`config.mk`:
```
export PLATFORM = sky130hd
export DESIGN_NAME = exclusion_process_hop_step_unit
export DESIGN_NICKNAME = d
export VERILOG_FILES = /design/src/rtl/ephs_pkg.sv /design/src/rtl/ephs_slot_mem.sv /design/src/rtl/exclusion_process_hop_step_unit.sv
export SDC_FILE = /design/constraint.sdc
export NUM_CORES = 2
export LEC_CHECK = 0
export ABC_AREA = 1
export BUFFER_PORTS_ARGS = -buffer_cell sky130_fd_sc_hd__buf_2
export CAP_MARGIN = 20
export CORE_AREA = 2 2 361 184
export CTS_BUF_LIST = sky130_fd_sc_hd__clkbuf_4 sky130_fd_sc_hd__clkbuf_8
export DETAILED_ROUTE_END_ITERATION = 6
export DIE_AREA = 0 0 363 186
export PLACE_DENSITY = 0.77
export SLEW_MARGIN = 20
export SYNTH_ARGS = -nofsm -noshare
export SYNTH_HDL_FRONTEND = slang
export SYNTH_HIERARCHICAL = 1
export SYNTH_SLANG_ARGS = --single-unit
export TNS_END_PERCENT = 30
```
`constraint.sdc`:
```
create_clock -name i_clk -period 17.8 [get_ports i_clk]
set_input_delay 0.89 -clock i_clk [delete_from_list [all_inputs] [get_ports i_clk]]
set_output_delay 0.89 -clock i_clk [all_outputs]
set_load 0.005 [all_outputs]
```
`src/rtl/ephs_pkg.sv`:
```
// Shared types and constants of the exclusion process hop step unit.
`default_nettype none

package ephs_pkg;

    localparam int RATE_W  = 16;
    localparam int PICK_W  = 16;
    localparam int MOVER_W = 4;
    localparam int LAND_W  = 6;
    localparam int SUM_W   = 21;

    localparam logic [RATE_W-1:0] RATE_RESET = 16'd256;

    // command codes
    localparam logic CMD_RESTART = 1'b0;
    localparam logic CMD_HOP     = 1'b1;

    // configuration register indexes
    localparam logic REG_LEFT_RATE  = 1'b0;
    localparam logic REG_RIGHT_RATE = 1'b1;

    typedef logic [3:0] t_state;

    localparam t_state ST_INIT = 4'd0;
    localparam t_state ST_IDLE = 4'd1;
    localparam t_state ST_MUL  = 4'd2;
    localparam t_state ST_ADD  = 4'd3;
    localparam t_state ST_TGT  = 4'd4;
    localparam t_state ST_SL   = 4'd5;
    localparam t_state ST_SR   = 4'd6;
    localparam t_state ST_RDM  = 4'd7;
    localparam t_state ST_RDP  = 4'd8;
    localparam t_state ST_UPD  = 4'd9;
    localparam t_state ST_WRM  = 4'd10;
    localparam t_state ST_WRP  = 4'd11;
    localparam t_state ST_DONE = 4'd12;

endpackage

`default_nettype wire

```
`src/rtl/ephs_slot_mem.sv`:
```
// Particle table RAM: one write port, one read port with registered read data.
`default_nettype none

module ephs_slot_mem #(
    parameter int DEPTH = 16,
    parameter int WIDTH = 8,
    localparam int AW = (DEPTH > 1) ? $clog2(DEPTH) : 1
) (
    input  wire logic             i_clk,
    input  wire logic             i_we,
    input  wire logic [AW-1:0]    i_waddr,
    input  wire logic [WIDTH-1:0] i_wdata,
    input  wire logic             i_re,
    input  wire logic [AW-1:0]    i_raddr,
    output logic      [WIDTH-1:0] o_rdata
);

    logic [WIDTH-1:0] r_mem [DEPTH];
    logic [WIDTH-1:0] r_rdata;

    always_ff @(posedge i_clk) begin
        if (i_we) begin
            r_mem[i_waddr] <= i_wdata;
        end
    end

    always_ff @(posedge i_clk) begin
        if (i_re) begin
            r_rdata <= r_mem[i_raddr];
        end
    end

    assign o_rdata = r_rdata;

endmodule

`default_nettype wire

```
`src/rtl/exclusion_process_hop_step_unit.sv`:
```
// Exclusion process hop step: one kinetic Monte Carlo hop on a 1-D lattice per transfer.
// Hop: the slot walk tests one slot per cycle and reads one table RAM entry per particle.
// Restart: table rewrite, one entry per cycle.
// One item at a time: the next input transfer can come in the same cycle that the result is raised.
// Reset: synchronous; then a table rewrite runs with the input stalled.
`default_nettype none

module exclusion_process_hop_step_unit
    import ephs_pkg::*;
#(
    parameter int SITES     = 64,
    parameter int PARTICLES = 16
) (
    input  wire logic              i_clk,
    input  wire logic              i_rst_n,
    // configuration
    input  wire logic              i_cfg_we,
    input  wire logic              i_cfg_index,
    input  wire logic [RATE_W-1:0] i_cfg_data,
    // input channel
    input  wire logic              i_in_valid,
    output logic                   o_in_stall,
    input  wire logic              i_cmd,
    input  wire logic [PICK_W-1:0] i_pick,
    // output channel
    output logic                   o_out_valid,
    input  wire logic              i_out_stall,
    output logic [MOVER_W-1:0]     o_mover,
    output logic                   o_went_right,
    output logic [LAND_W-1:0]      o_landing_site,
    output logic [SUM_W-1:0]       o_rate_sum,
    output logic                   o_stuck
);

    localparam int KW        = (PARTICLES > 1) ? $clog2(PARTICLES) : 1;
    localparam int PLACE_MAX = (SITES > PARTICLES) ? SITES : PARTICLES;
    localparam int PW        = $clog2(PLACE_MAX);
    localparam int EW        = PW + 2;
    localparam int CW        = $clog2(PARTICLES + 1);
    localparam int PRW       = CW + RATE_W;
    localparam int TW        = PRW + 1;
    localparam int GW        = TW + PICK_W;

    localparam logic [KW-1:0] LAST_K    = KW'(PARTICLES - 1);
    localparam logic [PW-1:0] LAST_SITE = PW'(SITES - 1);
    localparam logic          LAST_FREE = (PARTICLES < SITES);

    // control
    t_state          r_state, n_state;
    logic [KW-1:0]   r_k;
    logic            r_dir;
    logic            r_have_item;
    logic            r_final;
    logic            r_moved;
    logic            r_stuck;
    logic [CW-1:0]   r_cnt_l;
    logic [CW-1:0]   r_cnt_r;
    logic [RATE_W-1:0] r_left_rate;
    logic [RATE_W-1:0] r_right_rate;
    logic            r_out_valid;

    // datapath
    logic [PICK_W-1:0] r_pick;
    logic [PRW-1:0]  r_prod_l;
    logic [PRW-1:0]  r_prod_r;
    logic [TW-1:0]   r_total;
    logic [GW-1:0]   r_target;
    logic [TW-1:0]   r_cum;
    logic [EW-1:0]   r_ek;
    logic [EW-1:0]   r_em;
    logic [EW-1:0]   r_new_m;
    logic [EW-1:0]   r_new_p;
    logic [PW-1:0]   r_pn;
    logic [MOVER_W-1:0] r_o_mover;
    logic            r_o_right;
    logic [LAND_W-1:0] r_o_land;
    logic [SUM_W-1:0]  r_o_sum;
    logic            r_o_stuck;

    // table RAM: entry = {site, left slot enabled, right slot enabled}
    logic            mem_we;
    logic [KW-1:0]   mem_waddr;
    logic [EW-1:0]   mem_wdata;
    logic            mem_re;
    logic [KW-1:0]   mem_raddr;
    logic [EW-1:0]   mem_rdata;

    ephs_slot_mem #(
        .DEPTH (PARTICLES),
        .WIDTH (EW)
    ) u_slot_mem (
        .i_clk   (i_clk),
        .i_we    (mem_we),
        .i_waddr (mem_waddr),
        .i_wdata (mem_wdata),
        .i_re    (mem_re),
        .i_raddr (mem_raddr),
        .o_rdata (mem_rdata)
    );

    logic            in_xfer;
    logic            out_xfer;
    logic            out_free;
    logic            has_m;
    logic            has_p;
    logic            is_last;
    logic [RATE_W-1:0] slot_rate;
    logic [TW-1:0]   cum_n;
    logic            hit;
    logic [PW-1:0]   p_k;
    logic [PW-1:0]   pn;
    logic [PW:0]     pn_x;
    logic [PW:0]     pn1;
    logic [PW:0]     m_pl1;
    logic [PW:0]     p_pl;
    logic            new_kl;
    logic            new_kr;
    logic            new_mr;
    logic            new_pl;
    logic [CW-1:0]   cnt_l_n;
    logic [CW-1:0]   cnt_r_n;
    logic [KW+MOVER_W-1:0] k_ext;
    logic [PW+LAND_W-1:0]  pn_ext;
    logic [TW+SUM_W-1:0]   tot_ext;

    assign in_xfer  = i_in_valid && !o_in_stall;
    assign out_xfer = r_out_valid && !i_out_stall;
    assign out_free = !(r_out_valid && i_out_stall);
    assign has_m    = (r_k != '0);
    assign has_p    = (r_k != LAST_K);
    assign is_last  = (r_k == LAST_K);

    // slot walk: left slot in ST_SL, right slot in ST_SR, both from entry r_k
    always_comb begin
        if (r_state == ST_SL) begin
            slot_rate = mem_rdata[1] ? r_left_rate : '0;
        end else begin
            slot_rate = mem_rdata[0] ? r_right_rate : '0;
        end
    end
    assign cum_n = r_cum + TW'(slot_rate);
    assign hit   = {cum_n, {PICK_W{1'b0}}} > r_target;

    // neighbor refresh; in ST_UPD mem_rdata holds entry k+1
    assign p_k   = r_ek[EW-1:2];
    assign pn    = r_dir ? (p_k + PW'(1)) : (p_k - PW'(1));
    assign pn_x  = {1'b0, pn};
    assign pn1   = pn_x + (PW+1)'(1);
    assign m_pl1 = {1'b0, r_em[EW-1:2]} + (PW+1)'(1);
    assign p_pl  = {1'b0, mem_rdata[EW-1:2]};

    assign new_kl = (pn != '0) && (!has_m || m_pl1 != pn_x);
    assign new_kr = (pn != LAST_SITE) && (!has_p || p_pl != pn1);
    assign new_mr = (m_pl1 != pn_x);
    assign new_pl = (p_pl != pn1);

    assign cnt_l_n = r_cnt_l + CW'(new_kl) - CW'(r_ek[1])
                   + CW'(has_p && new_pl) - CW'(has_p && mem_rdata[1]);
    assign cnt_r_n = r_cnt_r + CW'(new_kr) - CW'(r_ek[0])
                   + CW'(has_m && new_mr) - CW'(has_m && r_em[0]);

    // next state and RAM port control
    always_comb begin
        n_state   = r_state;
        mem_we    = 1'b0;
        mem_waddr = r_k;
        mem_wdata = r_new_m;
        mem_re    = 1'b0;
        mem_raddr = r_k + KW'(1);
        case (r_state)
            ST_INIT: begin
                mem_we    = 1'b1;
                mem_wdata = {PW'(r_k), 1'b0, LAST_FREE && is_last};
                if (is_last) begin
                    n_state = r_have_item ? ST_MUL : ST_IDLE;
                end
            end
            ST_IDLE: begin
                if (in_xfer) begin
                    n_state = (i_cmd == CMD_HOP) ? ST_MUL : ST_INIT;
                end
            end
            ST_MUL: n_state = ST_ADD;
            ST_ADD: n_state = r_final ? ST_DONE : ST_TGT;
            ST_TGT: begin
                mem_re    = 1'b1;
                mem_raddr = '0;
                n_state   = (r_total == '0) ? ST_DONE : ST_SL;
            end
            ST_SL: begin
                n_state = hit ? ST_RDM : ST_SR;
            end
            ST_SR: begin
                if (hit) begin
                    n_state = ST_RDM;
                end else if (is_last) begin
                    n_state = ST_DONE;
                end else begin
                    mem_re  = 1'b1;
                    n_state = ST_SL;
                end
            end
            ST_RDM: begin
                mem_re    = has_m;
                mem_raddr = r_k - KW'(1);
                n_state   = ST_RDP;
            end
            ST_RDP: begin
                mem_re  = has_p;
                n_state = ST_UPD;
            end
            ST_UPD: begin
                mem_we    = 1'b1;
                mem_wdata = {pn, new_kl, new_kr};
                n_state   = ST_WRM;
            end
            ST_WRM: begin
                mem_we    = has_m;
                mem_waddr = r_k - KW'(1);
                mem_wdata = r_new_m;
                n_state   = ST_WRP;
            end
            ST_WRP: begin
                mem_we    = has_p;
                mem_waddr = r_k + KW'(1);
                mem_wdata = r_new_p;
                n_state   = ST_MUL;
            end
            ST_DONE: begin
                if (out_free) begin
                    n_state = ST_IDLE;
                end
            end
            default: n_state = ST_IDLE;
        endcase
    end

    // control registers
    always_ff @(posedge i_clk) begin
        if (!i_rst_n) begin
            r_state      <= ST_INIT;
            r_k          <= '0;
            r_dir        <= 1'b0;
            r_have_item  <= 1'b0;
            r_final      <= 1'b0;
            r_moved      <= 1'b0;
            r_stuck      <= 1'b0;
            r_cnt_l      <= '0;
            r_cnt_r      <= CW'(LAST_FREE);
            r_left_rate  <= RATE_RESET;
            r_right_rate <= RATE_RESET;
            r_out_valid  <= 1'b0;
        end else begin
            r_state <= n_state;

            if (i_cfg_we) begin
                case (i_cfg_index)
                    REG_LEFT_RATE:  r_left_rate  <= i_cfg_data;
                    REG_RIGHT_RATE: r_right_rate <= i_cfg_data;
                    default: ;
                endcase
            end

            if (out_xfer) begin
                r_out_valid <= 1'b0;
            end

            case (r_state)
                ST_INIT: begin
                    r_k <= is_last ? '0 : (r_k + KW'(1));
                end
                ST_IDLE: begin
                    if (in_xfer) begin
                        r_have_item <= 1'b1;
                        r_moved     <= 1'b0;
                        r_stuck     <= 1'b0;
                        r_k         <= '0;
                        if (i_cmd == CMD_HOP) begin
                            r_final <= 1'b0;
                        end else begin
                            r_final <= 1'b1;
                            r_cnt_l <= '0;
                            r_cnt_r <= CW'(LAST_FREE);
                        end
                    end
                end
                ST_TGT: begin
                    r_k <= '0;
                    if (r_total == '0) begin
                        r_stuck <= 1'b1;
                    end
                end
                ST_SL: begin
                    if (hit) begin
                        r_dir <= 1'b0;
                    end
                end
                ST_SR: begin
                    if (hit) begin
                        r_dir <= 1'b1;
                    end else if (is_last) begin
                        // walk ran out without a pick
                        r_stuck <= 1'b1;
                    end else begin
                        r_k <= r_k + KW'(1);
                    end
                end
                ST_UPD: begin
                    r_cnt_l <= cnt_l_n;
                    r_cnt_r <= cnt_r_n;
                end
                ST_WRP: begin
                    r_final <= 1'b1;
                    r_moved <= 1'b1;
                end
                ST_DONE: begin
                    if (out_free) begin
                        r_out_valid <= 1'b1;
                        r_have_item <= 1'b0;
                    end
                end
                default: ;
            endcase
        end
    end

    assign k_ext   = {{MOVER_W{1'b0}}, r_k};
    assign pn_ext  = {{LAND_W{1'b0}}, r_pn};
    assign tot_ext = {{SUM_W{1'b0}}, r_total};

    // datapath registers
    always_ff @(posedge i_clk) begin
        if (in_xfer) begin
            r_pick <= i_pick;
        end
        r_prod_l <= PRW'(r_cnt_l) * PRW'(r_left_rate);
        r_prod_r <= PRW'(r_cnt_r) * PRW'(r_right_rate);
        if (r_state == ST_ADD) begin
            r_total <= TW'(r_prod_l) + TW'(r_prod_r);
        end
        if (r_state == ST_TGT) begin
            r_target <= GW'(r_pick) * GW'(r_total);
            r_cum    <= '0;
        end
        if ((r_state == ST_SL || r_state == ST_SR) && !hit) begin
            r_cum <= cum_n;
        end
        if ((r_state == ST_SL || r_state == ST_SR) && hit) begin
            r_ek <= mem_rdata;
        end
        if (r_state == ST_RDP) begin
            r_em <= mem_rdata;
        end
        if (r_state == ST_UPD) begin
            r_pn    <= pn;
            r_new_m <= {r_em[EW-1:1], new_mr};
            r_new_p <= {mem_rdata[EW-1:2], new_pl, mem_rdata[0]};
        end
        if (r_state == ST_DONE && out_free) begin
            r_o_mover <= r_moved ? k_ext[MOVER_W-1:0] : '0;
            r_o_right <= r_moved && r_dir;
            r_o_land  <= r_moved ? pn_ext[LAND_W-1:0] : '0;
            r_o_sum   <= tot_ext[SUM_W-1:0];
            r_o_stuck <= r_stuck;
        end
    end

    assign o_in_stall     = (r_state != ST_IDLE);
    assign o_out_valid    = r_out_valid;
    assign o_mover        = r_o_mover;
    assign o_went_right   = r_o_right;
    assign o_landing_site = r_o_land;
    assign o_rate_sum     = r_o_sum;
    assign o_stuck        = r_o_stuck;

    // a result only appears from the completion state
    a_result_from_done: assert property (@(posedge i_clk) disable iff (!i_rst_n)
        $rose(r_out_valid) |-> $past(r_state) == ST_DONE)
        else $error("result raised outside completion");

    // a stuck result carries no move
    a_stuck_no_move: assert property (@(posedge i_clk) disable iff (!i_rst_n)
        (r_out_valid && r_o_stuck) |-> (r_o_mover == '0 && !r_o_right && r_o_land == '0))
        else $error("stuck result reports a move");

    // enabled slot counts never exceed the particle count
    a_counts_bounded: assert property (@(posedge i_clk) disable iff (!i_rst_n)
        (r_cnt_l <= CW'(PARTICLES)) && (r_cnt_r <= CW'(PARTICLES)))
        else $error("enabled slot count out of range");

    // sequencer never reads and writes the table in the same cycle
    a_no_rw_overlap: assert property (@(posedge i_clk) disable iff (!i_rst_n)
        !(mem_we && mem_re))
        else $error("table read and write overlap");

endmodule

`default_nettype wire

```
# --- Yosys cells after proc, flatten, opt, wreduce, memory -nomap -nowiden ---
# Memories as Yosys holds them, arrays and structs flattened. A register that Yosys moved wholly into a read port is not among the register bits.
# Cells that the tools add are included.
classes:
  add_sub_neg: 16
  mul: 3
  div: 0
  order_cmp: 1
  eq_ne: 28
  shifts: 0
  mux: 55
  bitwise_logic: 1
  reduce_logical: 43
ops:
  columns: ["op", "n"]
  rows:
  - ["$pmux W4 S13", 1]
  - ["$mux W16", 3]
  - ["$mux W22", 2]
  - ["$mux W4", 11]
  - ["$mul A5 B16 Y21", 2]
  - ["$gt A38 B38 Y1", 1]
  - ["$mul A16 B22 Y38", 1]
  - ["$eq A4 B4 Y1 const B", 6]
  - ["$pmux W8 S3", 1]
  - ["$add A21 B21 Y22", 1]
  - ["$add A22 B16 Y22", 1]
  - ["$logic_not A22 Y1", 1]
  - ["$add A5 B1 Y5", 4]
  - ["$mux W5", 4]
  - ["$ne A2 B2 Y1 const B", 10]
  - ["$pmux W5 S2", 2]
  - ["$sub A5 B1 Y5", 4]
  - ["$mux W1", 18]
  - ["$eq A4 B3 Y1 const B", 4]
  - ["$pmux W4 S2", 2]
  - ["$pmux W4 S4", 1]
  - ["$add A6 B1 Y7 const B", 2]
  - ["$logic_and A1 B1 Y1", 13]
  - ["$reduce_and A3 Y1", 4]
  - ["other kinds (28)", 48]
totals:
  regBits: 267
  latch_bits: 0
  ramBits: 128
  mem_bits_ro: 0
  inputBits: 39
  output_inout_bits: 35
  wordCells: 176
  memories: 1
mem_list:
  columns: ["memory", "depth", "word_bits", "rd", "rd_ports_with_merged_regs", "write_ports", "line_no", "text"]
  rows:
  - ["u_slot_mem.r_mem", 16, 8, 1, 1, 1, "ephs_slot_mem.sv:18", "logic [WIDTH-1:0] r_mem [DEPTH];"]

# --- Depth between registers and ports, before layout ---
depth:
  ltp_word: 11
  depth_mapped: 35
  mapped_depth_nobuf: 34

# --- By module ---
# The synthesis kept the hierarchy.
modules_own_cells:
  columns: ["module", "instances", "cells_each", "area_each_um2", "seq_area_each_um2"]
  rows:
  - ["exclusion_process_hop_step_unit", 1, 3517, 29323.1, 7036.7]
  - ["ephs_slot_mem", 1, 551, 5846.9, 4083.9]

# --- Worst setup path before layout ---
# No wires, ideal clock.
synth_timing:
  path_kind: "register to register"
  start: "register r_total[14]"
  end: "register r_target[28] (data pin)"
  setup_ps: 260
  arrival_ps: 5398
  t_required_ps: 17540
  setup_slack_ps: 12141
  stages_incl_launch_ff: 23
  n_path_buf: 2
  synth_period_minus_slack_ps: 5659
  cell_sequence: "edfxtp_1 > clkbuf_1 > clkbuf_1 > nand2_1 > fa_1 > inv_1 > fa_1 > inv_1 > fa_1 > inv_1 > fa_1 > fa_1 > inv_1 > fa_1 > inv_1 > ha_1 > a21oi_1 > o21ai_0 > a21oi_1 > o21ai_2 > a21oi_2 > o21bai_2 > xor2_1"
synth_between:
  elab_chain_cells: 1
synth_rtl:
  columns: ["item", "line_no", "text"]
  rows:
  - ["start, declared", "exclusion_process_hop_step_unit.sv:66", "logic [TW-1:0] r_total;"]
  - ["start signal, assigned", "exclusion_process_hop_step_unit.sv:339", "r_total <= TW'(r_prod_l) + TW'(r_prod_r);"]
  - ["$mul A16 B22 Y38", "exclusion_process_hop_step_unit.sv:342", "r_target <= GW'(r_pick) * GW'(r_total);"]
  - ["end signal, assigned", "exclusion_process_hop_step_unit.sv:342", null]
  - ["end, declared", "exclusion_process_hop_step_unit.sv:67", "logic [GW-1:0] r_target;"]
# Every way passes these cells.
# A chain may end at the register's enable or synchronous reset.

# --- Final worst setup path ---
layout_timing:
  start: "register r_state[2]"
  end: "register r_cum[14] (enable)"
layout_between:
  elab_chain_cells: 7
  elab_cells_between_ends: 10
  cone_classes: "add/sub: 1; order compare: 1; eq/ne: 3; mux: 1; reduce/logical: 4"
layout_rtl:
  columns: ["item", "line_no", "text"]
  rows:
  - ["start, declared", "exclusion_process_hop_step_unit.sv:49", "t_state r_state, n_state;"]
  - ["start signal, assigned", "exclusion_process_hop_step_unit.sv:254", "r_state <= n_state;"]
  - ["$eq A4 B3 Y1", "exclusion_process_hop_step_unit.sv:135", "if (r_state == ST_SL) begin"]
  - ["$mux W16", "exclusion_process_hop_step_unit.sv:135", null]
  - ["$add A22 B16 Y22", "exclusion_process_hop_step_unit.sv:141", "assign cum_n = r_cum + TW'(slot_rate);"]
  - ["named net cum_n[16]", "exclusion_process_hop_step_unit.sv:108", "logic [TW-1:0] cum_n;"]
  - ["$gt A38 B38 Y1", "exclusion_process_hop_step_unit.sv:142", "assign hit = {cum_n, {PICK_W{1'b0}}} > r_target;"]
  - ["$logic_not A1 Y1", "exclusion_process_hop_step_unit.sv:345", "if ((r_state == ST_SL || r_state == ST_SR) && !hit) begin"]
  - ["$logic_and A1 B1 Y1", "exclusion_process_hop_step_unit.sv:345", null]
  - ["$reduce_bool A2 Y1 (no line)", null, null]
  - ["end signal, assigned", "exclusion_process_hop_step_unit.sv:346", "r_cum <= cum_n;"]
  - ["end, declared", "exclusion_process_hop_step_unit.sv:68", "logic [TW-1:0] r_cum;"]
# The timed path passes the listed nets, and every way through them passes these cells.

==> metrics.txt <==
fraction of layout cells with a size suffix above 1=6.63%; CP max FO=23; GRT Overall Usage=29.8%; H-tree levels=2; setup repair bufs after CTS=0; Seq/Total Area, Yosys=31.6%; fmax=154 MHz; CP startpoint kind=register; Port Buffers=73; Worst EP required=17.97 ns; crit path max-delay cell type=nand2_1; PD cells=56.2 nW/µm²; Initial Util=54.7%; FP Rows=66; Slowest Stage Delay on Critical Path=0.89 ns; number of nets in the layout=4,737; Worst-path clk slew=0.08 ns; post-route ant nets=0; Pleak=19.4 nW; critical path type=register to register; hold buffers post-CTS=0; first-pass GRT wire length=153,000 µm; Ys Warns=6; Synth Cell Area=35,200 µm²; Top FF cell, synth=edfxtp_1; path category of the worst min-delay check=input pin to register; Clock Skew=0.0535 ns; DR pass1 iterations=7; post-route cell area=37,600 µm²; Final setup violation count=0; Final Util=58.4%; Avg Cell Area, Syn=8.65 µm²; placed wire-length estimate=75,600 µm; largest net degree at the start of global routing=66; die area=67,500 µm²; Vias/cell=5.50; Die Wd=363 µm; wire length per cell=19.7 µm; number of standard cells after synthesis=4,068; register bit total from synthesis=403; worst-case clock buffer depth=3; most frequent CP cell=nand2_1; GP Congestion=0.977; async set-or-reset flop fraction in the synthesized netlist=0%; DRC violations left=0; Reg2Reg Setup Slack=11.30 ns; Clk Latency, worst-skew pair=0.72 ns; Slew Viols, Final=0; total detailed-routing wirelength=98,300 µm; final hold vios=0; R2R depth=31; diode count=0; Worst Tran Pin Value=1.10 ns; worst vdd ir=0.0851 mV; Syn Nets=4,722; count of cell types in the netlist=62; antenna violations before repair=2; CP Capture Type=register; DP Area=36,200 µm²; Final period util=36.5%; sum of negative setup slack=0 ns; max-capacitance violation count=0; RSZ-0062 raised after global routing=no; detailed-route via count=27,400; Inserted Clock Buffers=58; most common cell after layout, fill and taps aside=nand2_1; number of flops mapped to enable cells by yosys=305; Slew headroom=26.2%; most frequent cells in the layout=nand2_1, inv_1, fa_1, edfxtp_1, ha_1; I/O Pins=74; Die H=186 µm; clk sinks=403; critical path arrival=6.67 ns; hold path cells=1; grt ovf=0; P&R area growth vs syn=6.86%; Resize count post-CTS=0; min Tclk post-route=6.50 ns; DRC marker count from the first detailed-route iteration=3,463; status=finished, final reports clean; core footprint=64,300 µm²; vias in the first global route=26,400; CTS tree=done; Root Driver=clkbuf_8
-- flip-flops by register name (all words and copies together) (netlist names), 16 cells and up --
name / flops
u_slot_mem/r_mem: 128
r_target: 38
r_cum: 22
r_total: 22
o_rate_sum: 21
r_prod_l: 21
r_prod_r: 21
r_left_rate: 16
r_pick: 16
r_right_rate: 16
-- synth_stat cells (16+ instances only) --
cell type,count,area share [%]
xnor2_1,40,1.0
nand4_1,23,0.41
nand3_1,178,2.5
inv_1,910,9.7
nand2_1,999,11
buf_2,16,0.23
ha_1,244,8.7
a21oi_1,149,2.1
xor2_1,82,2.0
nor2_1,223,2.4
fa_1,371,21
clkbuf_1,100,1.1
dfxtp_1,98,5.6
edfxtp_1,305,26
a21o_1,16,0.34
o21ai_0,91,1.3
-- logic make-up after synthesis --
logic type / share of synthesized area [%]
and+or+nand+nor: 17.5
AOI/OAI and AO/OA: 6.25
DFF: 31.6
adders and majority gates: 29.8
xor gates and xnor gates: 3.13
buffers and inverters: 11.7
-- path summary, 6_finish.rpt --
kind                              to                     from
min reg2reg     r_new_m[1]$_DFFE_PP_        r_em[1]$_DFFE_PP_
max reg2reg  r_cum[14]$_SDFFCE_PN0P_  r_state[2]$_SDFFE_PN0P_
max          r_cum[14]$_SDFFCE_PN0P_  r_state[2]$_SDFFE_PN0P_
min              r_pick[3]$_DFFE_PP_                i_pick[3]
-- critical path, delay by kind of cell (launching register included) --
kind                     cells  cell delay (ns)
XOR/XNOR                     1             0.21
buffers and inverters        6             0.83
AO/OA/AOI/OAI                3             0.76
flip-flops                   1             0.43
AND/OR/NAND/NOR             18             2.80
adder cells (fa/ha/maj)      3             0.91
-- routing by layer --
metal | share of wire, % | global-route usage, % | routed length, µm
met2 | 36 | 36.1 | 35300
met1 | 45 | 45.9 | 44200
met5 | 0.29 | 2.98 | 283
met3 | 18 | 15.3 | 17400
met4 | 1.2 | 4.88 | 1170
-- final cells by class --
cell class	count	area, µm²
Clock buffer	71	927
Clock inverter	39	488
Fill cell	5507	26700
Inverter	926	3480
Multi-Input combinational cell	2599	20000
Sequential cell	403	11100
Tap cell	850	1060
Timing Repair Buffer	95	531
-- report_power, final --
part           total, mW  internal, mW  switching [mW]
Clock              0.924         0.501           0.424
Sequential          1.04          1.02          0.0208
Combinational      0.147        0.0471           0.100
Total               2.11          1.57           0.544
-- through the flow --
step / hold WS [ns] / power, mW / cells / setup slack [ns]
2_1_floorplan: 0.400 / 1.15 / 4068 / 12.14
3_3_place_gp: 0.405 / 1.20 / 4873 / 11.55
3_5_place_dp: 0.407 / 1.20 / 4873 / 11.51
4_1_cts: 0.318 / 2.11 / 4983 / 11.45
5_1_grt: 0.326 / 2.17 / 4983 / 10.77
6_report: 0.343 / 2.11 / 4983 / 11.30
Note: power is estimated with default switching activity, not from simulation.
